[config.mk]
export PLATFORM = sky130hd
export DESIGN_NAME = positional_list_store_flat
export DESIGN_NICKNAME = d
export VERILOG_FILES = /design/src/sv/pls_pkg.sv /design/src/sv/pls_if.sv /design/src/sv/pls_ctrl.sv /design/src/sv/pls_datapath.sv /design/src/sv/positional_list_store.sv /design/src/flat_wrapper.sv
export SDC_FILE = /design/constraint.sdc
export NUM_CORES = 1
export LEC_CHECK = 0
export ABC_CLOCK_PERIOD_IN_PS = 6900
export BUFFER_PORTS_ARGS = -buffer_cell sky130_fd_sc_hd__buf_4
export CORE_UTILIZATION = 63
export DETAILED_ROUTE_END_ITERATION = 7
export GPL_ROUTABILITY_DRIVEN = 0
export PLACE_DENSITY = 0.8
export SYNTH_ARGS = -nofsm -noshare
export SYNTH_HDL_FRONTEND = slang
export SYNTH_HIERARCHICAL = 1
export SYNTH_SLANG_ARGS = --single-unit
[constraint.sdc]
create_clock -name clock -period 6.9 [get_ports clock]
set_input_delay 0.69 -clock clock [delete_from_list [all_inputs] [get_ports clock]]
set_output_delay 0.69 -clock clock [all_outputs]
set_load 0.005 [all_outputs]
[src/sv/pls_pkg.sv]
// ----------------------------------------------------------------------------
// pls_pkg: shared types and constants of the positional list store
// Holds the list capacity, the field widths, the command codes and the
// control bundle that runs from the controller to the datapath.
// ----------------------------------------------------------------------------
package pls_pkg;

   localparam int CAPACITY = 16;
   localparam int IDX_W    = $clog2(CAPACITY);
   localparam int CMD_W    = 2;
   localparam int POS_W    = 5;
   localparam int VALUE_W  = 32;
   localparam int CNT_W    = 5;

   localparam logic [CMD_W-1:0] CMD_APPEND = 2'd0;
   localparam logic [CMD_W-1:0] CMD_INSERT = 2'd1;
   localparam logic [CMD_W-1:0] CMD_DELETE = 2'd2;

   typedef struct packed {
      logic load;
      logic commit;
   } pls_ctrl_type;

endpackage

[src/sv/pls_if.sv]
// ----------------------------------------------------------------------------
// pls_if: request and response channels of the positional list store
// Valid/ready channels; a transfer happens when valid and ready are both high.
// ----------------------------------------------------------------------------
interface pls_req_if;
   logic                                valid;
   logic                                ready;
   logic [pls_pkg::CMD_W-1:0]           command;
   logic [pls_pkg::POS_W-1:0]           position;
   logic signed [pls_pkg::VALUE_W-1:0]  value;

   modport source (output valid, command, position, value, input ready);
   modport sink   (input valid, command, position, value, output ready);
endinterface

interface pls_rsp_if;
   logic                                valid;
   logic                                ready;
   logic                                ok;
   logic signed [pls_pkg::VALUE_W-1:0]  removed_value;
   logic [pls_pkg::CNT_W-1:0]           count;

   modport source (output valid, ok, removed_value, count, input ready);
   modport sink   (input valid, ok, removed_value, count, output ready);
endinterface

[src/sv/pls_ctrl.sv]
// ----------------------------------------------------------------------------
// pls_ctrl: controller of the positional list store
// Takes one request, runs it through the datapath once any earlier response is
// taken, and keeps the response valid until the receiver takes it.
// ----------------------------------------------------------------------------
module pls_ctrl (
   input  logic                  clock,
   input  logic                  reset,
   input  logic                  req_valid,
   output logic                  req_ready,
   output logic                  rsp_valid,
   input  logic                  rsp_ready,
   output pls_pkg::pls_ctrl_type ctl
);
   import pls_pkg::*;

   typedef enum logic {
      ST_IDLE,
      ST_EXEC
   } state_type;

   state_type state_ff;
   logic      rsp_valid_ff;
   logic      commit;

   assign req_ready  = (state_ff == ST_IDLE);
   assign commit     = (state_ff == ST_EXEC) && (!rsp_valid_ff || rsp_ready);
   assign ctl.load   = req_ready && req_valid;
   assign ctl.commit = commit;
   assign rsp_valid  = rsp_valid_ff;

   always_ff @(posedge clock) begin
      if (reset) begin
         state_ff     <= ST_IDLE;
         rsp_valid_ff <= 1'b0;
      end else begin
         unique case (state_ff)
            ST_IDLE: begin
               if (req_valid) begin
                  state_ff <= ST_EXEC;
               end
            end
            ST_EXEC: begin
               if (commit) begin
                  state_ff <= ST_IDLE;
               end
            end
            default: begin
               state_ff <= ST_IDLE;
            end
         endcase
         if (commit) begin
            rsp_valid_ff <= 1'b1;
         end else if (rsp_ready) begin
            rsp_valid_ff <= 1'b0;
         end
      end
   end

endmodule

[src/sv/pls_datapath.sv]
// ----------------------------------------------------------------------------
// pls_datapath: list cells, entry count and response register
// Every cell takes its left or right neighbor at once, so an insert or a
// delete at any position moves all cells in a single commit.
// ----------------------------------------------------------------------------
module pls_datapath (
   input  logic                                clock,
   input  logic                                reset,
   input  pls_pkg::pls_ctrl_type               ctl,
   input  logic [pls_pkg::CMD_W-1:0]           req_command,
   input  logic [pls_pkg::POS_W-1:0]           req_position,
   input  logic signed [pls_pkg::VALUE_W-1:0]  req_value,
   output logic                                rsp_ok,
   output logic signed [pls_pkg::VALUE_W-1:0]  rsp_removed_value,
   output logic [pls_pkg::CNT_W-1:0]           rsp_count
);
   import pls_pkg::*;

   logic [CMD_W-1:0]          cmd_ff;
   logic [POS_W-1:0]          pos_ff;
   logic signed [VALUE_W-1:0] val_ff;
   logic signed [VALUE_W-1:0] cell_ff [CAPACITY];
   logic [CNT_W-1:0]          count_ff;
   logic [CNT_W-1:0]          count_in;
   logic                      ok_ff;
   logic signed [VALUE_W-1:0] removed_ff;
   logic [CNT_W-1:0]          rsp_count_ff;

   logic [POS_W-1:0]          eff_pos;
   logic                      ins_ok;
   logic                      del_ok;
   logic signed [VALUE_W-1:0] read_value;

   always_comb begin
      eff_pos = (cmd_ff == CMD_APPEND) ? POS_W'(count_ff) : pos_ff;
      ins_ok  = 1'b0;
      del_ok  = 1'b0;
      unique case (cmd_ff)
         CMD_APPEND, CMD_INSERT: begin
            ins_ok = (count_ff < CNT_W'(CAPACITY)) && (eff_pos <= POS_W'(count_ff));
         end
         CMD_DELETE: begin
            del_ok = (pos_ff < POS_W'(count_ff));
         end
         default: begin
            ins_ok = 1'b0;
         end
      endcase
      read_value = cell_ff[pos_ff[IDX_W-1:0]];
      if (ins_ok) begin
         count_in = count_ff + CNT_W'(1);
      end else if (del_ok) begin
         count_in = count_ff - CNT_W'(1);
      end else begin
         count_in = count_ff;
      end
   end

   always_ff @(posedge clock) begin
      if (ctl.load) begin
         cmd_ff <= req_command;
         pos_ff <= req_position;
         val_ff <= req_value;
      end
   end

   always_ff @(posedge clock) begin
      if (ctl.commit) begin
         for (int i = 0; i < CAPACITY; i++) begin
            if (ins_ok) begin
               if (POS_W'(i) == eff_pos) begin
                  cell_ff[i] <= val_ff;
               end else if ((i > 0) && (POS_W'(i) > eff_pos)) begin
                  cell_ff[i] <= cell_ff[(i > 0) ? i - 1 : 0];
               end
            end else if (del_ok) begin
               if ((i < CAPACITY - 1) && (POS_W'(i) >= pos_ff)) begin
                  cell_ff[i] <= cell_ff[(i < CAPACITY - 1) ? i + 1 : i];
               end
            end
         end
      end
   end

   always_ff @(posedge clock) begin
      if (reset) begin
         count_ff <= '0;
      end else if (ctl.commit) begin
         count_ff <= count_in;
      end
   end

   always_ff @(posedge clock) begin
      if (ctl.commit) begin
         ok_ff        <= ins_ok || del_ok;
         removed_ff   <= del_ok ? read_value : '0;
         rsp_count_ff <= count_in;
      end
   end

   assign rsp_ok            = ok_ff;
   assign rsp_removed_value = removed_ff;
   assign rsp_count         = rsp_count_ff;

endmodule

[src/sv/positional_list_store.sv]
// ----------------------------------------------------------------------------
// positional_list_store: ordered list of up to 16 signed 32-bit values
// Each request carries a command (append, insert before a position, delete
// at a position), a position and a value. Each request yields exactly one
// response with ok, the removed value (zero unless a delete succeeded) and
// the entry count after the command. Bad positions, an add to a full list
// and the unused command code are rejected and leave the list unchanged.
// A request is taken when req_chan is valid and ready; it is registered,
// then run in the execute state, whose commit registers the response. A
// new request is taken only after the previous one has committed. The commit
// moves all list cells at once, so the position does not change the timing.
// The response sits in an output register: the next request is accepted
// while it waits, and only the execute cycle of that next request waits
// for the receiver. While rsp_chan is stalled the response holds steady.
// A synchronous reset empties the list and drops any pending response;
// the list contents themselves are not cleared.
// ----------------------------------------------------------------------------
module positional_list_store (
   input  logic clock,
   input  logic reset,
   pls_req_if.sink   req_chan,
   pls_rsp_if.source rsp_chan
);
   import pls_pkg::*;

   pls_ctrl_type ctl;

   pls_ctrl u_ctrl (
      .clock     (clock),
      .reset     (reset),
      .req_valid (req_chan.valid),
      .req_ready (req_chan.ready),
      .rsp_valid (rsp_chan.valid),
      .rsp_ready (rsp_chan.ready),
      .ctl       (ctl)
   );

   pls_datapath u_datapath (
      .clock             (clock),
      .reset             (reset),
      .ctl               (ctl),
      .req_command       (req_chan.command),
      .req_position      (req_chan.position),
      .req_value         (req_chan.value),
      .rsp_ok            (rsp_chan.ok),
      .rsp_removed_value (rsp_chan.removed_value),
      .rsp_count         (rsp_chan.count)
   );

endmodule
[src/flat_wrapper.sv]
// flat-port wrapper written by rule: the top's interface ports become plain ports
module positional_list_store_flat import pls_pkg::*;
  (clock, reset, req_chan_valid, req_chan_command, req_chan_position, req_chan_value, req_chan_ready, rsp_chan_valid, rsp_chan_ok, rsp_chan_removed_value, rsp_chan_count, rsp_chan_ready);
  pls_req_if req_chan_i ();
  pls_rsp_if rsp_chan_i ();
  input  logic clock;
  input  logic reset;
  input wire logic [$bits(req_chan_i.valid)-1:0] req_chan_valid;
  input wire logic [$bits(req_chan_i.command)-1:0] req_chan_command;
  input wire logic [$bits(req_chan_i.position)-1:0] req_chan_position;
  input wire logic [$bits(req_chan_i.value)-1:0] req_chan_value;
  output wire logic [$bits(req_chan_i.ready)-1:0] req_chan_ready;
  output wire logic [$bits(rsp_chan_i.valid)-1:0] rsp_chan_valid;
  output wire logic [$bits(rsp_chan_i.ok)-1:0] rsp_chan_ok;
  output wire logic [$bits(rsp_chan_i.removed_value)-1:0] rsp_chan_removed_value;
  output wire logic [$bits(rsp_chan_i.count)-1:0] rsp_chan_count;
  input wire logic [$bits(rsp_chan_i.ready)-1:0] rsp_chan_ready;
  assign req_chan_i.valid = req_chan_valid;
  assign req_chan_i.command = req_chan_command;
  assign req_chan_i.position = req_chan_position;
  assign req_chan_i.value = req_chan_value;
  assign req_chan_ready = req_chan_i.ready;
  assign rsp_chan_valid = rsp_chan_i.valid;
  assign rsp_chan_ok = rsp_chan_i.ok;
  assign rsp_chan_removed_value = rsp_chan_i.removed_value;
  assign rsp_chan_count = rsp_chan_i.count;
  assign rsp_chan_i.ready = rsp_chan_ready;
  positional_list_store u_core (.clock(clock), .reset(reset), .req_chan(req_chan_i), .rsp_chan(rsp_chan_i));
endmodule
## Word-level counts from Yosys, hierarchy flattened

Memory sizes are Yosys's and may differ from the RTL's. A register that Yosys moved wholly into a read port is not among the register bits.
Cells that the tools add are included.

- Memory bits (writable): 512
- Memories: 1
- Logic and storage cells: 357
- Bits in registers: 52

- Add/sub/neg operators: 2
- Mux-type cells: 254
- Eq/ne operators: 17
- Reductions and logical operators: 11
- Bitwise logic cells: 31
- Magnitude comparators: 33

Memories:

| name | depth | width | read ports | clocked after Yosys merged registers in | wr ports | RTL line | text |
|---|---|---|---|---|---|---|---|
| u_core.u_datapath.cell_ff | 16 | 32 | 17 | 1 | 16 | pls_datapath.sv:22 | `logic signed [VALUE_W-1:0] cell_ff [CAPACITY];` |

Operator list:

| kind | count |
|---|---|
| $mux 32 | 30 |
| $mux 1 | 220 |
| $eq 4x5->1 const A | 8 |
| $gt 4x5->1 const A | 8 |
| $ge 4x5->1 const A | 7 |
| $or 1x1->1 | 30 |
| $eq 3x5->1 const A | 4 |
| $ge 3x5->1 const A | 4 |
| $gt 3x5->1 const A | 4 |
| $mux 5 | 3 |
| $eq 2x5->1 const A | 2 |
| $ge 1x5->1 const A | 2 |
| $ge 2x5->1 const A | 2 |
| $gt 2x5->1 const A | 2 |
| $add 5x1->5 const B | 1 |
| $eq 1x5->1 const A | 1 |
| $gt 1x5->1 const A | 1 |
| $le 5x5->1 | 1 |
| $logic_not 5->1 | 1 |
| $lt 5x5->1 | 1 |
| $lt 5x5->1 const B | 1 |
| $sub 5x1->5 const B | 1 |
| $logic_and 1x1->1 | 3 |
| $eq 2x1->1 const B | 1 |
| 8 further kinds | 10 |

## Logic depth before layout (Yosys ltp)

Gate-level depths: netlist of run 1.

- Depth after elaboration: 10
- Gate-level depth with buffers: 14
- Depth with buffers taken out: 10

## By module

Netlist of run 1, hierarchy kept.

Modules (own cells, without submodules):

| module | cells each | instances | area each (um^2) |
|---|---|---|---|
| pls_datapath | 3,075 | 1 | 32,348.5 |
| pls_ctrl | 10 | 1 | 95.1 |

## Worst setup path before layout of run 1

Ideal clock, no wire load.

- Path kind: register to register
- From: register u_core.u_datapath.cmd_ff[1]
- To: memory u_core.u_datapath.cell_ff[14][0] (enable)
- Setup time: 0.389 ns
- Cell stages (with the launch flop): 14
- Data required time: 6.511 ns
- Period minus slack after synthesis: 5.526 ns
- Path slack: 1.374 ns
- Data arrival time: 5.136 ns
- Cell sequence: edfxtp_1 clkbuf_1 nor2_1 a21boi_0 inv_1 ha_1 nand3_1 or4_1 o21a_1 clkbuf_1 nor2_1 o21ai_1 clkbuf_1 nand2_1

RTL lines:

| what | RTL line | text |
|---|---|---|
| start, declared | pls_datapath.sv:19 | `logic [CMD_W-1:0] cmd_ff;` |
| start signal, assigned | pls_datapath.sv:61 | `cmd_ff <= req_command;` |
| end, declared | pls_datapath.sv:22 |  |

==> results of run 1 <==
## cell families (layout without fill, tap and decap cells)
kind of cell,Yosys count,after routing,synth area share
compound gates,503,503,0.0975
mux,246,246,0.140
flops,596,596,0.549
xor+xnor,5,5,0.00135
simple gates,1432,1432,0.173
buf+inv,292,253,0.0348
fa+ha+maj,11,11,0.00424
## routing by layer
metal / vias to the layer above / track usage
met5: - / 0
met4: 14 / 0.110
met3: 311 / 0.118
met2: 2389 / 0.532
met1: 12542 / 0.514
li1: 11057 / -
## sequential cells by signal, indices dropped and copies added, names as in the netlist
register and flops:
u_core/u_datapath/cell_ff 512, u_core/u_datapath/rsp_removed_value 32, u_core/u_datapath/val_ff 32, u_core/u_datapath/count_ff 5, u_core/u_datapath/pos_ff 5, u_core/u_datapath/rsp_count 5, u_core/u_datapath/cmd_ff 2, u_core/u_ctrl/rsp_valid 1
u_core/u_ctrl/state_ff 1, u_core/u_datapath/rsp_ok 1
## area by class of cell
class	count	area [um2]	share of cell area
Tap cell	672	841	0.0239
Clock buffer	84	1670	0.0475
Sequential cell	596	17800	0.506
Multi-Input combinational cell	2197	13700	0.387
Timing Repair Buffer	134	1020	0.0289
Clock inverter	26	200	0.00568
Inverter	9	33.8	0.000958
## cell usage in the layout (no fill, tap or decap), types with 6 or more instances in the layout
cell type | synthesis | routed
nand2_1 | 908 | 894
nand2_2 | 0 | 14
a31oi_1 | 418 | 418
a21oi_1 | 11 | 9
a22oi_1 | 15 | 15
and2_1 | 33 | 33
mux2_2 | 35 | 35
mux2i_1 | 22 | 22
nor2_1 | 430 | 426
ha_1 | 11 | 11
clkbuf_8 | 0 | 6
clkbuf_1 | 252 | 17
clkinv_2 | 0 | 8
inv_1 | 9 | 9
clkbuf_16 | 0 | 61
dfxtp_1 | 7 | 7
buf_4 | 1 | 133
mux2_1 | 29 | 29
edfxtp_1 | 589 | 589
nand2b_1 | 8 | 7
and3_1 | 6 | 6
mux4_2 | 160 | 160
nand3_1 | 20 | 16
clkinv_1 | 0 | 12
o21ai_0 | 30 | 29
## worst min path at each step
stage	startpoint	depth (start not counted)	slack [ps]	to
2_1_floorplan	u_core/u_ctrl/state_ff	2	490	u_core/u_ctrl/rsp_valid
3_3_place_gp	u_core/u_ctrl/state_ff	2	500	u_core/u_ctrl/rsp_valid
3_5_place_dp	u_core/u_ctrl/rsp_valid	2	510	u_core/u_ctrl/state_ff
4_1_cts	req_chan_value[21]	1	200	u_core/u_datapath/val_ff[21]
5_1_grt	req_chan_value[21]	1	210	u_core/u_datapath/val_ff[21]
6_report	req_chan_value[21]	1	220	u_core/u_datapath/val_ff[21]
## worst max-delay path: stages (launching register included)
cell and delay [ps]:
dfxtp_1 560, inv_1 200, ha_1 330, o211a_1 330
a2111o_2 550, or2_2 340, buf_4 370, or3_2 920
nand2_2 820
## power by group through the flow
stage | Clock, mW | Sequential (mW) | Combinational (mW)
3_3_place_gp | 0 | 4.27 | 0.654
4_1_cts | 3.20 | 4.20 | 0.692
2_1_floorplan | 0 | 4.21 | 0.499
6_report | 3.18 | 4.21 | 0.709
5_1_grt | 3.33 | 4.22 | 0.753
3_5_place_dp | 0 | 4.28 | 0.688
## stage by stage
step	setup slack [ps]	total power, mW
2_1_floorplan	1370	4.70
3_3_place_gp	2200	4.92
3_5_place_dp	2100	4.97
4_1_cts	2070	8.09
5_1_grt	1880	8.30
6_report	2060	8.10
==> summary.md, run 1 <==
The worst-case reg-to-reg path depth was 8. The final core utilization was 0.698. Based on the critical path, the design can be clocked at up to 0.206 GHz. Setup violations remaining at the end of the flow were counted as 0. Adding up every negative setup slack in the final design gives 0 ps. In this run the standard cell core region covers 50500 um2.

In this run the static leakage power is 12.5 nW. The later pin in the worst-skew pair is clocked with a latency of 650 ps. Counting the fill cells in the layout gives 3519. The H-tree depth was 2. The run gives 4598 as the detailed router's first-iteration violation count.

The logs give 0.643 for the effective utilization at floorplan and 0.0158 for the worst max-slew margin expressed relative to the limit. For the number of vias after detailed routing, the log shows 26313. After clock tree synthesis, the repair step resized 0 gates. The fraction of post-synthesis cell area in the top cell type by area was 0.545.

In the post-synthesis netlist, the cell with the most instances is nand2_1. The path class of the tightest hold or removal check is primary input to flop. The tools report the CTS buffer count as 60. The startpoint identified for the worst register-to-register timing path is u_core/u_datapath/count_ff[2]. At the pin with the least slew margin, the transition time is 1480 ps.

In this run the power density over the cells is 230 nW/um2. The area of the die is 52400 um2. During placement, the flow inserted port buffers numbering 82. Counting tap cells, the placed design contains a total of 3608 instances.

The run gives 0.088 as the logic gate share of total power. The clock tree buffer depth is 3. The tools report the count of unique library cells instantiated by Yosys as 49. TritonCTS built the clock tree. The clock-pin transition on the worst setup and hold timing paths works out to 60 ps. Counting every net in the synthesized netlist gives 3139. The total overflow left after global routing is 0.

Clock tree synthesis selected as its root buffer the cell clkbuf_16. STA classifies the critical path startpoint as a flop. For this run, design rule violations remaining after detail routing come to 0.

The average via count per standard cell came out at 7.08. The maximum VDD drop is 0.171 mV, and the cell count after synthesis is 3085. Ranked by instance count, the synthesized netlist is headed by nand2_1 (908), edfxtp_1 (589), nor2_1 (430). From synthesis to final layout, the design area changed by 8.65%. The logs give 9 for the initial antenna violation count and 25024 for the number of global-route vias before repair. The primary flip-flop cell chosen by synthesis mapping was edfxtp_1. Kind of end point of the critical path: a flop. The total global routing track utilization was 0.361; the number of endpoints with negative hold slack in the final report was 0. The number of max-slew violations in the final report was 0; the number of top-level pins was 83. Summed over all nets, the switching power comes to 1.92 mW. In this run the worst setup path terminates at u_core/u_datapath/cell_ff[0][10].

The floorplan step set the die height to 229 um. The final layout contains 3052 nets. The synthesized design spends more area on one cell type than any other, namely edfxtp_1.

The warning count from the yosys run was 6; the net switching share of the total power was 0.237. The horizontal die dimension came out at 229 um. The proportion of power drawn by the clock network came out at 0.393.

The met1 layer wirelength in the final routing was 33900 um; the final antenna diode count was 0. The first global-routing pass estimated 146000 um of wire. The post-route clock skew is 18.4 ps, and the sequential element share of the synthesized area is 0.549. The number of enable-type register cells in the synthesized netlist is 589, and the placement row count is 82. The flop-to-flop setup slack is 2060 ps, and the fraction of the cycle the final worst path needs is 0.702. For the total setup buffers inserted after CTS, the log shows 0. Iteration count of the initial detailed-routing pass: 7. Summing all placed instances gives a cell area of 33400 um2. The final antenna-violating net count was 0.

The run gives 6.18 mW as the internal power. The run finished with clean final reports. The worst path required time is 7160 ps, and the clock sink total is 596.

The endpoint identified for the worst register-to-register timing path is u_core/u_datapath/cell_ff[0][10]. The synthesized flop and latch total came out at 596. The relative contribution of sequential cells to total power is 0.520, and the met2 wirelength from detailed routing is 42100 um. The post-synthesis async set-or-reset flop share is 0, and the hold buffer count at cts is 0.

The routed length per instance works out to 25.5 um. The highest layer touched by signal routing is met5. The run gives 3718 as the final cell count without fillers. The setup path with the least slack is of type flop to flop. The smallest hold slack came out at 221 ps. Fraction of final layout cells sized beyond drive strength 1: 0.149.

Tracing the worst setup path back leads to its startpoint at u_core/u_datapath/count_ff[2]. In the post-synthesis netlist, the biggest area contributors are edfxtp_1 (55%), mux4_2 (11%), nand2_1 (11%). Setup repair after global routing left no endpoint under its margin. The run gives 62700 um as the detailed placement HPWL. Data arrival time of the critical path: 5110 ps. For the detailed-route wire length, the log shows 95000 um. For the max-capacitance violation count, the log shows 0. After routing the design area is 35300 um2. After synthesis, the mean cell area works out to 10.5 um2. The highest fanout seen on the critical path works out to 66. Entering global routing, the biggest net connects 99 pins.

After detailed routing, the met3 layer carries 16100 um of wire. The mapped cell area came out at 32400 um2. Time the worst path needs with I/O delays and setup: 4840 ps.
(Power assumes the default switching activity.)
==> inputs of run 2 (changes only) <==
Settings changed: ABC_CLOCK_PERIOD_IN_PS 6900 to 4900.
Clock period 6.9 ns to 4.9 ns, I/O delays scaled along.
==> summary.md, run 2 (synthesized netlist as in run 1, its figures left out) <==
The run finished with clean final reports. Global-route congestion overflow total: 0 (unchanged). Register with the most flip-flops: u_core/u_datapath/cell_ff (unchanged). The placement row count was 82 (unchanged).

Number of port buffers: 82 (unchanged). The worst-skew pair later-pin latency is 650 ps (about the same). The run gives 52400 um2 (unchanged) as the area of the die. The net switching share of the total power works out to 0.242 (was 0.237). The run gives 63300 um (was 62700 um) as the detailed placement HPWL.

The smallest hold slack was 23.1 ps (was 221 ps). The tools report the post-route clock skew as 14.1 ps (was 18.4 ps). The die span in y was 229 um (unchanged). The fraction of final layout cells sized beyond drive strength 1 works out to 0.159 (was 0.149).

The tools report the critical hold path startpoint as req_chan_position[2] (was req_chan_value[21]). The number of cells upsized or downsized after cts came out at 0 (unchanged). Number of fill cells: 3438 (was 3519).

For the switching component of the power, the log shows 2.75 mW (was 1.92 mW). The end of the worst register-to-register path is u_core/u_datapath/cell_ff[0][24] (was u_core/u_datapath/cell_ff[0][10]). The kind of end point of the critical path is a flop (unchanged). The number of flip-flops in the largest register was 512 (unchanged). The DRC violation count after routing was 0 (unchanged); the final antenna-violating net count was 0 (unchanged).

For the total power draw, the log shows 11.4 mW (was 8.10 mW). The run gives 0.284 mV (was 0.171 mV) as the maximum VDD drop. The data arrival time of the critical path is 4460 ps (was 5110 ps), and the effective utilization at floorplan is 0.643 (unchanged). TritonCTS built the clock tree.

First-pass GRT wire length: 159000 um (was 146000 um). The highest fanout seen on the critical path works out to 32 (was 66). Path type of the worst min-delay path: primary input to flop (unchanged). The critical path start-end classification was flop to flop (unchanged).

Type of element launching the critical path: a flop (unchanged). The CTS buffer count is 61 (was 60). The area of the multi-input gates is 13700 um2 (unchanged), and the total setup buffers inserted after CTS is 0 (unchanged). The internal power was 8.61 mW (was 6.18 mW); the routed length per instance was 28.0 um (was 25.5 um). The worst-case reg-to-reg path depth was 10 (was 8); the total global routing track utilization was 0.401 (was 0.361).

The tools report the storage element area as 17800 um2 (unchanged). The number of top-level pins is 83 (unchanged). Iteration count of the initial detailed-routing pass: 8 (was 7). The areal power density over the cells was 319 nW/um2 (was 230 nW/um2). The final count of negative-setup-slack endpoints is 0 (unchanged), and the worst max-slew margin expressed relative to the limit is 0.293 (was 0.0158). The H-tree depth was 2 (unchanged); the placement-stage cell area was 33800 um2 (was 33400 um2). The hold buffer count at cts is 0 (unchanged). The horizontal die dimension is 229 um (unchanged), and the final cell count without fillers is 3760 (was 3718). The logic gate share of total power is 0.090 (was 0.088). Setup repair after global routing left no endpoint under its margin. The logs give 0 (unchanged) for the max-capacitance violation count and 0.239 GHz (was 0.206 GHz) for the highest clock frequency the design can meet. The tools report the largest net degree at the start of global routing as 143 (was 99). The detailed-route wire length came out at 105000 um (was 95000 um).

The final cell area excluding filler cells came out at 35600 um2 (was 35300 um2). The clock sink total is 596 (unchanged). For the detailed router's first-iteration violation count, the log shows 5161 (was 4598). The clock-pin transition on the worst setup and hold timing paths was 60 ps (about the same); the number of cells after detailed placement was 3646 (was 3608).

The tools report the start of the worst register-to-register path as u_core/u_datapath/cmd_ff[1] (was u_core/u_datapath/count_ff[2]). The run gives 0.521 (was 0.520) as the relative contribution of sequential cells to total power. The number of endpoints with negative hold slack in the final report is 0 (unchanged). The endpoint of the worst hold-timing path is u_core/u_datapath/pos_ff[2] (was u_core/u_datapath/val_ff[21]).

The area of the core was 50500 um2 (unchanged). The static power due to leakage is 12.7 nW (was 12.5 nW). Proportion of power drawn by the clock network: 0.389 (was 0.393). The buffer cell driving the clock tree root was clkbuf_16 (unchanged). The number of vias after detailed routing was 27316 (was 26313).

The number of global-route vias before repair was 26781 (was 25024); the transition time at the pin with the least slew margin was 1060 ps (was 1480 ps). The number of max-slew violations in the final report is 0 (unchanged), and the time the worst path needs with I/O delays and setup is 4180 ps (was 4840 ps). The logs give 3091 (was 3052) for the net count reported at finish and 5170 ps (was 7160 ps) for the worst path required time. Most frequent cells in the layout: nand2_1 (894), edfxtp_1 (589), nor2_1 (426), a31oi_1 (418) (was nand2_1 (894), edfxtp_1 (589), nor2_1 (426), a31oi_1 (418), mux4_2 (160)). The layout overhead on the synthesized area works out to 9.84% (was 8.65%).

Initial antenna violation count: 4 (was 9). Fraction of the cycle the final worst path needs: 0.854 (was 0.702). The average via count per standard cell works out to 7.26 (was 7.08). For the flop-to-flop setup slack, the log shows 720 ps (was 2060 ps). The most frequent standard cell in the layout excluding fill and tap cells is nand2_1 (unchanged). The final core utilization was 0.706 (was 0.698); the clock tree buffer depth was 3 (unchanged). Number of stages on the worst hold path: 1 (unchanged).
-- run 2: layer usage --
| layer | wire length [um] | track usage | share of wire |
|---|---|---|---|
| met5 | 36 | 0 | 0.00034 |
| met4 | 7270 | 0.243 | 0.069 |
| met3 | 18000 | 0.119 | 0.17 |
| met2 | 45900 | 0.597 | 0.44 |
| met1 | 34000 | 0.524 | 0.32 |
-- run 2: per-stage QoR --
step	setup slack, ps	setup TNS, ps
floorplan	-10.1	-322
finish	717	0
global route	581	0
CTS	788	0
global placement	943	0
detailed placement	803	0
-- run 2: cell type report --
class	count	area share
flip-flops and latches	596	0.500
multi-input cells	2197	0.383
clock buffers	78	0.0452
repair buffers	172	0.0404
well taps	672	0.0236
clock inverters	35	0.00618
inverters	9	0.000948
diodes	1	0.0000702
-- run 2: power by group through the flow --
stage                     combinational (mW)  sequential (mW)  clock, mW
after detailed placement               0.990             6.01          0
after CTS                              0.996             5.90       4.41
final                                   1.03             5.91       4.42
after floorplan                        0.703             5.92          0
after global routing                    1.08             5.92       4.60
after global placement                 0.948             6.00          0
-- run 2: worst max-delay path by stage --
stage / startpoint / end / cells past startpoint
after floorplan: u_core/u_datapath/cmd_ff[1] / u_core/u_datapath/cell_ff[14][0] / 13
after global placement: u_core/u_datapath/cmd_ff[1] / u_core/u_datapath/cell_ff[0][18] / 10
after detailed placement: u_core/u_datapath/cmd_ff[1] / u_core/u_datapath/cell_ff[0][24] / 10
after CTS: u_core/u_datapath/cmd_ff[1] / u_core/u_datapath/cell_ff[0][24] / 10
after global routing: u_core/u_datapath/cmd_ff[1] / u_core/u_datapath/cell_ff[0][26] / 10
final: u_core/u_datapath/cmd_ff[1] / u_core/u_datapath/cell_ff[0][24] / 10
-- run 2: critical path, cell delays in order (launching register included) --
cell and delay, ps:
edfxtp_1 550, or2_2 430, o21ai_0 430, ha_1 200, nand2_1 70, or4_1 500, o21a_1 340, buf_4 290
or3_1 420, nand2_2 90, buf_4 470
